===== src/hw/rtl/cia_pkg.sv =====
`timescale 1ns / 1ps

package cia_pkg;

  // port width of the operands and the result
  localparam int XLEN = 64;
  // width at which the arithmetic wraps, 8 to XLEN
  localparam int DATA_WIDTH = 64;
  localparam int HALF = XLEN / 2;
  localparam int CNT_W = $clog2(DATA_WIDTH);

  localparam logic [2:0] OP_PLUS  = 3'd0;
  localparam logic [2:0] OP_MINUS = 3'd1;
  localparam logic [2:0] OP_ADD   = 3'd2;
  localparam logic [2:0] OP_SUB   = 3'd3;
  localparam logic [2:0] OP_MUL   = 3'd4;
  localparam logic [2:0] OP_DIV   = 3'd5;
  localparam logic [2:0] OP_REM   = 3'd6;
  localparam logic [2:0] OP_POW   = 3'd7;

  localparam logic ST_OK      = 1'b0;
  localparam logic ST_DIVZERO = 1'b1;

  // operand pair fed to the shared multiplier
  typedef enum logic [1:0] {
    MS_AB,
    MS_ACC,
    MS_SQR
  } mul_src_t;

  // which 32x32 partial product is formed
  typedef enum logic [1:0] {
    MP_NONE,
    MP_LL,
    MP_LH,
    MP_HL
  } mul_part_t;

  typedef enum logic [1:0] {
    MA_NONE,
    MA_FIRST,
    MA_HIGH
  } mul_acc_t;

  typedef struct packed {
    logic      load;
    logic      mul_ld;
    mul_src_t  mul_src;
    mul_part_t mul_part;
    mul_acc_t  mul_acc;
    logic      wb;
    logic      expo_shift;
    logic      div_init;
    logic      div_step;
    logic      finish;
  } cia_cmd_t;

  typedef struct packed {
    logic [2:0] op;
    logic       b_zero;
    logic       expo_neg;
    logic       expo_zero;
    logic       expo_lsb;
    logic       expo_hi_zero;
  } cia_stat_t;

  // keep the low DATA_WIDTH bits and sign-extend them to XLEN
  function automatic logic [XLEN-1:0] wrap_dw(input logic [XLEN-1:0] x);
    logic signed [XLEN-1:0] t;
    t = $signed(x << (XLEN - DATA_WIDTH));
    return t >>> (XLEN - DATA_WIDTH);
  endfunction

  function automatic logic [XLEN-1:0] abs_val(input logic [XLEN-1:0] x);
    return x[XLEN-1] ? ('0 - x) : x;
  endfunction

endpackage


===== src/hw/rtl/cia_dp.sv =====
`timescale 1ns / 1ps

module cia_dp
  import cia_pkg::*;
(
  input  logic                   clk,
  input  logic [2:0]             cmd,
  input  logic signed [XLEN-1:0] left_operand,
  input  logic signed [XLEN-1:0] right_operand,
  input  cia_cmd_t               ctl,
  output cia_stat_t              stat,
  output logic signed [XLEN-1:0] result_value,
  output logic                   status
);

  logic [2:0]      op;
  logic [XLEN-1:0] op_a;     // first operand, base during power
  logic [XLEN-1:0] op_b;     // second operand, exponent during power
  logic [XLEN-1:0] acc;

  logic [XLEN-1:0] mul_x;
  logic [XLEN-1:0] mul_y;
  logic [XLEN-1:0] mprod;
  logic [XLEN-1:0] mres;

  logic [XLEN-1:0] quo;
  logic [XLEN-1:0] rem;
  logic [XLEN-1:0] dvs;

  logic [XLEN:0]   rem_sh;
  logic [XLEN:0]   rem_diff;
  logic [HALF-1:0] part_x;
  logic [HALF-1:0] part_y;

  logic [XLEN-1:0] res_next;
  logic            err_next;

  assign stat.op           = op;
  assign stat.b_zero       = (op_b == '0);
  assign stat.expo_neg     = op_b[XLEN-1];
  assign stat.expo_zero    = (op_b == '0);
  assign stat.expo_lsb     = op_b[0];
  assign stat.expo_hi_zero = (op_b[XLEN-1:1] == '0);

  assign rem_sh   = {rem, quo[XLEN-1]};
  assign rem_diff = rem_sh - {1'b0, dvs};

  always_comb begin
    case (ctl.mul_part)
      MP_LH: begin
        part_x = mul_x[HALF-1:0];
        part_y = mul_y[XLEN-1:HALF];
      end
      MP_HL: begin
        part_x = mul_x[XLEN-1:HALF];
        part_y = mul_y[HALF-1:0];
      end
      default: begin
        part_x = mul_x[HALF-1:0];
        part_y = mul_y[HALF-1:0];
      end
    endcase
  end

  always_comb begin
    res_next = op_a;
    err_next = 1'b0;
    case (op)
      OP_PLUS:  res_next = op_a;
      OP_MINUS: res_next = '0 - op_a;
      OP_ADD:   res_next = op_a + op_b;
      OP_SUB:   res_next = op_a - op_b;
      OP_MUL:   res_next = mres;
      OP_DIV: begin
        err_next = (op_b == '0);
        res_next = (op_a[XLEN-1] ^ op_b[XLEN-1]) ? ('0 - quo) : quo;
      end
      OP_REM: begin
        err_next = (op_b == '0);
        res_next = op_a[XLEN-1] ? ('0 - rem) : rem;
      end
      OP_POW: begin
        if (op_b[XLEN-1]) begin
          // negative exponent: only bases 1 and -1 give anything nonzero, and base 0 is an error
          if (op_a == '0) begin
            err_next = 1'b1;
            res_next = '0;
          end else if (op_a == XLEN'(1)) begin
            res_next = XLEN'(1);
          end else if (op_a == '1) begin
            res_next = op_b[0] ? '1 : XLEN'(1);
          end else begin
            res_next = '0;
          end
        end else begin
          res_next = acc;
        end
      end
      default: res_next = op_a;
    endcase
  end

  always_ff @(posedge clk) begin
    if (ctl.load) begin
      op   <= cmd;
      op_a <= wrap_dw(left_operand);
      op_b <= wrap_dw(right_operand);
      acc  <= XLEN'(1);
    end

    if (ctl.mul_ld) begin
      case (ctl.mul_src)
        MS_ACC: begin
          mul_x <= acc;
          mul_y <= op_a;
        end
        MS_SQR: begin
          mul_x <= op_a;
          mul_y <= op_a;
        end
        default: begin
          mul_x <= op_a;
          mul_y <= op_b;
        end
      endcase
    end

    if (ctl.mul_part != MP_NONE) begin
      mprod <= XLEN'(part_x) * XLEN'(part_y);
    end

    case (ctl.mul_acc)
      MA_FIRST: mres <= mprod;
      MA_HIGH:  mres <= mres + {mprod[HALF-1:0], {HALF{1'b0}}};
      default:  mres <= mres;
    endcase

    if (ctl.wb) begin
      case (ctl.mul_src)
        MS_ACC:  acc  <= mres;
        MS_SQR:  op_a <= mres;
        default: acc  <= acc;
      endcase
    end

    if (ctl.expo_shift) begin
      op_b <= op_b >> 1;
    end

    if (ctl.div_init) begin
      quo <= abs_val(op_a) << (XLEN - DATA_WIDTH);
      dvs <= abs_val(op_b);
      rem <= '0;
    end else if (ctl.div_step) begin
      if (!rem_diff[XLEN]) begin
        rem <= rem_diff[XLEN-1:0];
        quo <= {quo[XLEN-2:0], 1'b1};
      end else begin
        rem <= rem_sh[XLEN-1:0];
        quo <= {quo[XLEN-2:0], 1'b0};
      end
    end

    if (ctl.finish) begin
      result_value <= err_next ? '0 : wrap_dw(res_next);
      status       <= err_next ? ST_DIVZERO : ST_OK;
    end
  end

endmodule


===== src/hw/rtl/cia_ctrl.sv =====
`timescale 1ns / 1ps

module cia_ctrl
  import cia_pkg::*;
(
  input  logic      clk,
  input  logic      rst,
  input  logic      in_valid,
  output logic      in_stall,
  output logic      out_valid,
  input  logic      out_stall,
  input  cia_stat_t stat,
  output cia_cmd_t  ctl
);

  typedef enum logic [3:0] {
    S_IDLE,
    S_DECODE,
    S_MUL_LD,
    S_MUL_P0,
    S_MUL_P1,
    S_MUL_P2,
    S_MUL_P3,
    S_MUL_WB,
    S_POW_TEST,
    S_DIV_INIT,
    S_DIV_RUN,
    S_FIN
  } state_t;

  state_t           state;
  mul_src_t         purpose;
  logic [CNT_W-1:0] cnt;
  logic             fin_go;

  assign in_stall = (state != S_IDLE);
  // the output register is free once its transaction completes
  assign fin_go   = (state == S_FIN) && (!out_valid || !out_stall);

  always_comb begin
    ctl            = '0;
    ctl.mul_src    = purpose;
    ctl.load       = (state == S_IDLE) && in_valid;
    ctl.mul_ld     = (state == S_MUL_LD);
    ctl.finish     = fin_go;
    ctl.div_init   = (state == S_DIV_INIT);
    ctl.div_step   = (state == S_DIV_RUN);
    ctl.wb         = (state == S_MUL_WB);
    ctl.expo_shift = (state == S_MUL_WB) && (purpose == MS_SQR);
    case (state)
      S_MUL_P0: ctl.mul_part = MP_LL;
      S_MUL_P1: ctl.mul_part = MP_LH;
      S_MUL_P2: ctl.mul_part = MP_HL;
      default:  ctl.mul_part = MP_NONE;
    endcase
    case (state)
      S_MUL_P1: ctl.mul_acc = MA_FIRST;
      S_MUL_P2: ctl.mul_acc = MA_HIGH;
      S_MUL_P3: ctl.mul_acc = MA_HIGH;
      default:  ctl.mul_acc = MA_NONE;
    endcase
  end

  always_ff @(posedge clk) begin
    if (rst) begin
      state     <= S_IDLE;
      purpose   <= MS_AB;
      cnt       <= '0;
      out_valid <= 1'b0;
    end else begin
      if (fin_go) begin
        out_valid <= 1'b1;
      end else if (out_valid && !out_stall) begin
        out_valid <= 1'b0;
      end
      case (state)
        S_IDLE: begin
          if (in_valid) begin
            state <= S_DECODE;
          end
        end
        S_DECODE: begin
          case (stat.op)
            OP_MUL: begin
              purpose <= MS_AB;
              state   <= S_MUL_LD;
            end
            OP_DIV, OP_REM: state <= stat.b_zero ? S_FIN : S_DIV_INIT;
            OP_POW: state <= stat.expo_neg ? S_FIN : S_POW_TEST;
            default: state <= S_FIN;
          endcase
        end
        S_MUL_LD: state <= S_MUL_P0;
        S_MUL_P0: state <= S_MUL_P1;
        S_MUL_P1: state <= S_MUL_P2;
        S_MUL_P2: state <= S_MUL_P3;
        S_MUL_P3: state <= S_MUL_WB;
        S_MUL_WB: begin
          case (purpose)
            MS_ACC: begin
              // last set bit of the exponent: the square is not needed
              if (stat.expo_hi_zero) begin
                state <= S_FIN;
              end else begin
                purpose <= MS_SQR;
                state   <= S_MUL_LD;
              end
            end
            MS_SQR:  state <= S_POW_TEST;
            default: state <= S_FIN;
          endcase
        end
        S_POW_TEST: begin
          if (stat.expo_zero) begin
            state <= S_FIN;
          end else begin
            purpose <= stat.expo_lsb ? MS_ACC : MS_SQR;
            state   <= S_MUL_LD;
          end
        end
        S_DIV_INIT: begin
          cnt   <= '0;
          state <= S_DIV_RUN;
        end
        S_DIV_RUN: begin
          cnt <= cnt + 1'b1;
          if (cnt == CNT_W'(DATA_WIDTH - 1)) begin
            state <= S_FIN;
          end
        end
        S_FIN: begin
          if (fin_go) begin
            state <= S_IDLE;
          end
        end
        default: state <= S_IDLE;
      endcase
    end
  end

  a_accept_decode: assert property (@(posedge clk) disable iff (rst)
    (in_valid && !in_stall) |=> (state == S_DECODE))
    else $error("accepted transaction did not reach decode");

  a_fin_holds: assert property (@(posedge clk) disable iff (rst)
    (state == S_FIN && out_valid && out_stall) |=> (state == S_FIN && out_valid))
    else $error("result overwritten while output stalled");

  a_divzero_short: assert property (@(posedge clk) disable iff (rst)
    (state == S_DECODE && stat.b_zero && (stat.op == OP_DIV || stat.op == OP_REM))
      |=> (state == S_FIN))
    else $error("zero divisor entered the divider");

  a_square_shift: assert property (@(posedge clk) disable iff (rst)
    (state == S_MUL_WB && purpose == MS_SQR) |=> (state == S_POW_TEST))
    else $error("square did not return to exponent test");

  a_div_start: assert property (@(posedge clk) disable iff (rst)
    (state == S_DIV_INIT) |=> (state == S_DIV_RUN && cnt == '0))
    else $error("divider started with a stale count");

endmodule


===== src/hw/rtl/checked_integer_alu.sv =====
`timescale 1ns / 1ps

// Signed integer ALU with division-by-zero check. One transaction at a time:
// a new operation is taken only once the previous one has reached the output
// register, which may still be waiting to be taken. Multiply uses one 32x32
// multiplier three times, divide and remainder use a restoring divider (one
// quotient bit per cycle), and power sends every square and every accumulate
// through the same multiplier. A zero divisor, or base zero with a negative
// exponent, returns status 1 with a zero result. All results wrap at
// DATA_WIDTH bits and are sign-extended.
module checked_integer_alu
  import cia_pkg::*;
(
  input  logic                   clk,
  input  logic                   rst,
  input  logic                   in_valid,
  output logic                   in_stall,
  input  logic [2:0]             cmd,
  input  logic signed [XLEN-1:0] left_operand,
  input  logic signed [XLEN-1:0] right_operand,
  output logic                   out_valid,
  input  logic                   out_stall,
  output logic signed [XLEN-1:0] result_value,
  output logic                   status
);

  cia_cmd_t  ctl;
  cia_stat_t stat;

  cia_ctrl u_ctrl (
    .clk       (clk),
    .rst       (rst),
    .in_valid  (in_valid),
    .in_stall  (in_stall),
    .out_valid (out_valid),
    .out_stall (out_stall),
    .stat      (stat),
    .ctl       (ctl)
  );

  cia_dp u_dp (
    .clk           (clk),
    .cmd           (cmd),
    .left_operand  (left_operand),
    .right_operand (right_operand),
    .ctl           (ctl),
    .stat          (stat),
    .result_value  (result_value),
    .status        (status)
  );

endmodule


===== config.mk =====
export PLATFORM = sky130hd
export DESIGN_NAME = checked_integer_alu
export DESIGN_NICKNAME = d
export VERILOG_FILES = /design/src/hw/rtl/cia_pkg.sv /design/src/hw/rtl/cia_dp.sv /design/src/hw/rtl/cia_ctrl.sv /design/src/hw/rtl/checked_integer_alu.sv
export SDC_FILE = /design/constraint.sdc
export NUM_CORES = 2
export LEC_CHECK = 0
export BUFFER_PORTS_ARGS = -buffer_cell sky130_fd_sc_hd__buf_2
export CORE_UTILIZATION = 35
export DETAILED_ROUTE_END_ITERATION = 6
export PLACE_DENSITY = 0.56
export SLEW_MARGIN = 30
export SYNTH_ARGS = -nofsm -noshare
export SYNTH_HDL_FRONTEND = slang
export SYNTH_SLANG_ARGS = --single-unit

===== constraint.sdc =====
create_clock -name clk -period 9.6 [get_ports clk]
set_clock_uncertainty 0.05 [all_clocks]
set_input_delay 0.96 -clock clk [delete_from_list [all_inputs] [get_ports clk]]
set_output_delay 0.96 -clock clk [all_outputs]
set_load 0.1 [all_outputs]

==> results.toml <==
[logic_synthesis]
syn-num-nets = 10400
asyncSetResetFlopFracSynth = 0
synth.distinct_cells = 89
ys_seq_elements = 721
synth-edff-count = 579
synth-seq-area-share = 0.250
synth_area_mm2 = 0.0808
ys.flop_type = "edfxtp_1"
yosys_warnings = 0
synth_cells = 8936
syn_avg_cell_area_um2 = 9.04

[routing]
dr_total_vias = 71100
detail_route.wirelength_um = 377000
drt.antenna.violating_nets = 0
drt_pass1_iterations = 7
dr.max_layer_used = "met5"
met3_wirelength_um = 36600
route.detailed.drc = 1
met2_wirelength_um = 164000
drtIter0Drc = 9465
vias_per_cell = 5.87
wire_per_inst_um = 31.1
drt-met1-wl_um = 148000

[timing]
slack_of_the_critical_path_ps = 254
max-slew-margin-rel = 0.289
fmax_ghz = 0.107
setup-tns-final_ps = 0
slew_violations = 0
final-hold-violation-count = 0
setup-violations-final = 0
final_critical_path_required_period_ps = 9350
rsz0062_at_grt = "no"
finalCritPeriodShare = 0.974
tightestPinTransition_ps = 1070

[finish]
final_layout_size_suffix_gt1_frac = 0.126
design.final.nets = 10500
seqCellArea_mm2 = 0.0202
nFillCells = 22900
flow.area_growth_from_synthesis_pct = 11.6
final_util = 0.393
multi_input_area_mm2 = 0.0552

[critical_path]
worstPathRequired_ps = 10060
crit_path_max_fanout = 23
critical_path.endpoint_type = "flip-flop"
crit_top_cell = "fa_1"
critPathArrivalTime_ps = 9810
cp.buffers_inverters = 6
crit_family = "adder cells"
startpoint_type = "flip-flop"
cpPeakStageDelay_ps = 580
max_stage_delay_cell_worst_path = "fa_1"
critical_path_class = "reg -> reg"

[floorplanning]
die-area_mm2 = 0.233
chipWidth_um = 483
top_level_ports = 202
die_y_um = 483
starting_density_of_the_core = 0.352
row_count = 176
core_region_area_mm2 = 0.230

[global_route]
grt.overflow.total = 0
grt_use_total = 0.318
grt_pass1_vias = 70200
largest_net_degree_at_the_start_of_global_routing = 193
antenna_found_initial = 28
grt_first_pass_wirelength_um = 526000

[clocking]
clock_tree_from_tritoncts = "done"
clock_sink_count = 721
clk_path_buf_depth = 3
clock_pin_transition_on_the_worst_setup_and_hold_timing_paths_ps = 60
cts.hold.buffers_added = 0
htree_num_levels = 3
cts_buffers = 85
worst_skew_pair.late_latency_ps = 720
cts-root-buf = "clkbuf_16"

[run_status]
violations_in_the_final_reports = "DRC"
status = "finished with violations"

[place]
place_hpwl_um = 298000
pre_cts_slack_ps = 267
gp_routability_congestion = 1.04
io_buffers = 201

[min_path]
holdCritPathClass = "in -> reg"

[run]
maxCapViolCount = 0
repair_timing:
action                                  CTS  global route
endpoints found under the setup margin    0             6
gates resized for setup                   0            10
buffers inserted                          0            12
sequential cells by signal (all words and copies together), names as in the netlist:
signal / count
u_dp.acc: 64
u_dp.mul_y: 64
u_dp.status: 1
u_dp.mul_x: 64
u_ctrl.state: 4
u_dp.op: 3
u_dp.mprod: 64
u_ctrl.purpose: 2
u_ctrl.out_valid: 1
u_ctrl.cnt: 6
u_dp.quo: 64
u_dp.result_value: 64
u_dp.op_b: 64
u_dp.dvs: 64
u_dp.op_a: 64
u_dp.rem: 64
u_dp.mres: 64
cell usage after synthesis (16+ instances only):
| library cell | n | area (um^2) |
|---|---|---|
| nand4_1 | 100 | 626 |
| and3_1 | 39 | 244 |
| xor2_1 | 276 | 2420 |
| o21a_1 | 34 | 255 |
| dfxtp_1 | 142 | 2840 |
| buf_1 | 56 | 210 |
| inv_1 | 1000 | 3750 |
| o41ai_1 | 23 | 201 |
| nand2b_1 | 67 | 419 |
| or3_1 | 54 | 338 |
| o21ai_0 | 407 | 2040 |
| nand3_1 | 90 | 450 |
| o211ai_1 | 54 | 405 |
| o221ai_1 | 24 | 210 |
| ha_1 | 433 | 5420 |
| mux2_2 | 263 | 2960 |
| a31oi_1 | 117 | 732 |
| nor4_1 | 53 | 332 |
| a21o_1 | 134 | 1010 |
| a22o_1 | 66 | 578 |
| a221oi_1 | 16 | 140 |
| mux2i_1 | 110 | 1100 |
| nand2_1 | 961 | 3610 |
| nor3_1 | 128 | 641 |
| a211oi_1 | 51 | 383 |
| nor2_1 | 1076 | 4040 |
| o21bai_1 | 34 | 255 |
| o22ai_1 | 40 | 250 |
| or4_1 | 44 | 330 |
| or2_2 | 36 | 225 |
| xnor2_1 | 266 | 2330 |
| fa_1 | 899 | 18000 |
| a32oi_1 | 26 | 228 |
| edfxtp_1 | 579 | 17400 |
| a21oi_1 | 405 | 2030 |
| clkbuf_1 | 518 | 1940 |
| o31ai_1 | 57 | 428 |
| nor2b_1 | 52 | 325 |
layer usage:
metal  global-route usage  vias up
met3               0.0581      803
met5                    0        -
met1                0.415    36100
met2                0.488     4015
li1                     -    30100
met4                0.199       12
kinds of logic after synthesis:
logic type	after synthesis	synth area share
compound gates	1603	0.126
xor+xnor	542	0.0587
fa+ha+maj	1332	0.290
buf+inv	1596	0.0745
flops	721	0.250
mux	375	0.0505
simple gates	2767	0.151
cell usage in the layout, fill, tap and decap left out, types with 50 or more instances in the layout:
cell       Yosys  layout
a211oi_1      51      50
a21o_1       134     134
a21oi_1      405     402
a22o_1        66      66
a31oi_1      117     117
buf_2         12     201
buf_4          0     324
clkbuf_16      0      90
dfxtp_1      142     140
edfxtp_1     579     579
fa_1         899     899
ha_1         433     430
inv_1       1000     999
mux2_2       263     260
mux2i_1      110      53
nand2_1      961     955
nand2b_1      67      67
nand3_1       90      88
nand4_1      100     100
nor2_1      1076    1066
nor2b_1       52      52
nor3_1       128     126
o211ai_1      54      54
o21ai_0      407     407
o31ai_1       57      57
or3_1         54      54
xnor2_1      266     265
xor2_1       276     275
area by class of cell:
| cell class | count | area share |
|---|---|---|
| Inverter | 1004 | 0.0418 |
| Sequential cell | 721 | 0.224 |
| Clock buffer | 100 | 0.0255 |
| Antenna cell | 7 | 0.000194 |
| Multi-Input combinational cell | 6619 | 0.612 |
| Clock inverter | 58 | 0.00721 |
| Timing Repair Buffer | 568 | 0.0474 |
| Tap cell | 3026 | 0.0420 |
path summary, 6_finish.rpt:
path                                      start        endpoint  slack [ps]  cells past startpoint
worst max-delay path            u_ctrl.state[3]  u_dp.mprod[63]         250                     27
worst min register to register    u_ctrl.cnt[5]   u_ctrl.cnt[5]         420                      2
worst max register to register  u_ctrl.state[3]  u_dp.mprod[63]         250                     27
worst min-delay path                     cmd[0]      u_dp.op[0]         380                      1
stage by stage:
stage                     cell area (um^2)  hold slack [ps]  cells
final                                90200              384  12100
after global routing                 90200              375  12100
after CTS                            90000              348  12100
after detailed placement             87000              411  11900
after global placement               86900              405  11900
after floorplan                      80800              390   8936
Power is not shown: default switching activity piles up to over one toggle a cycle in this logic, so the estimate is an artifact.
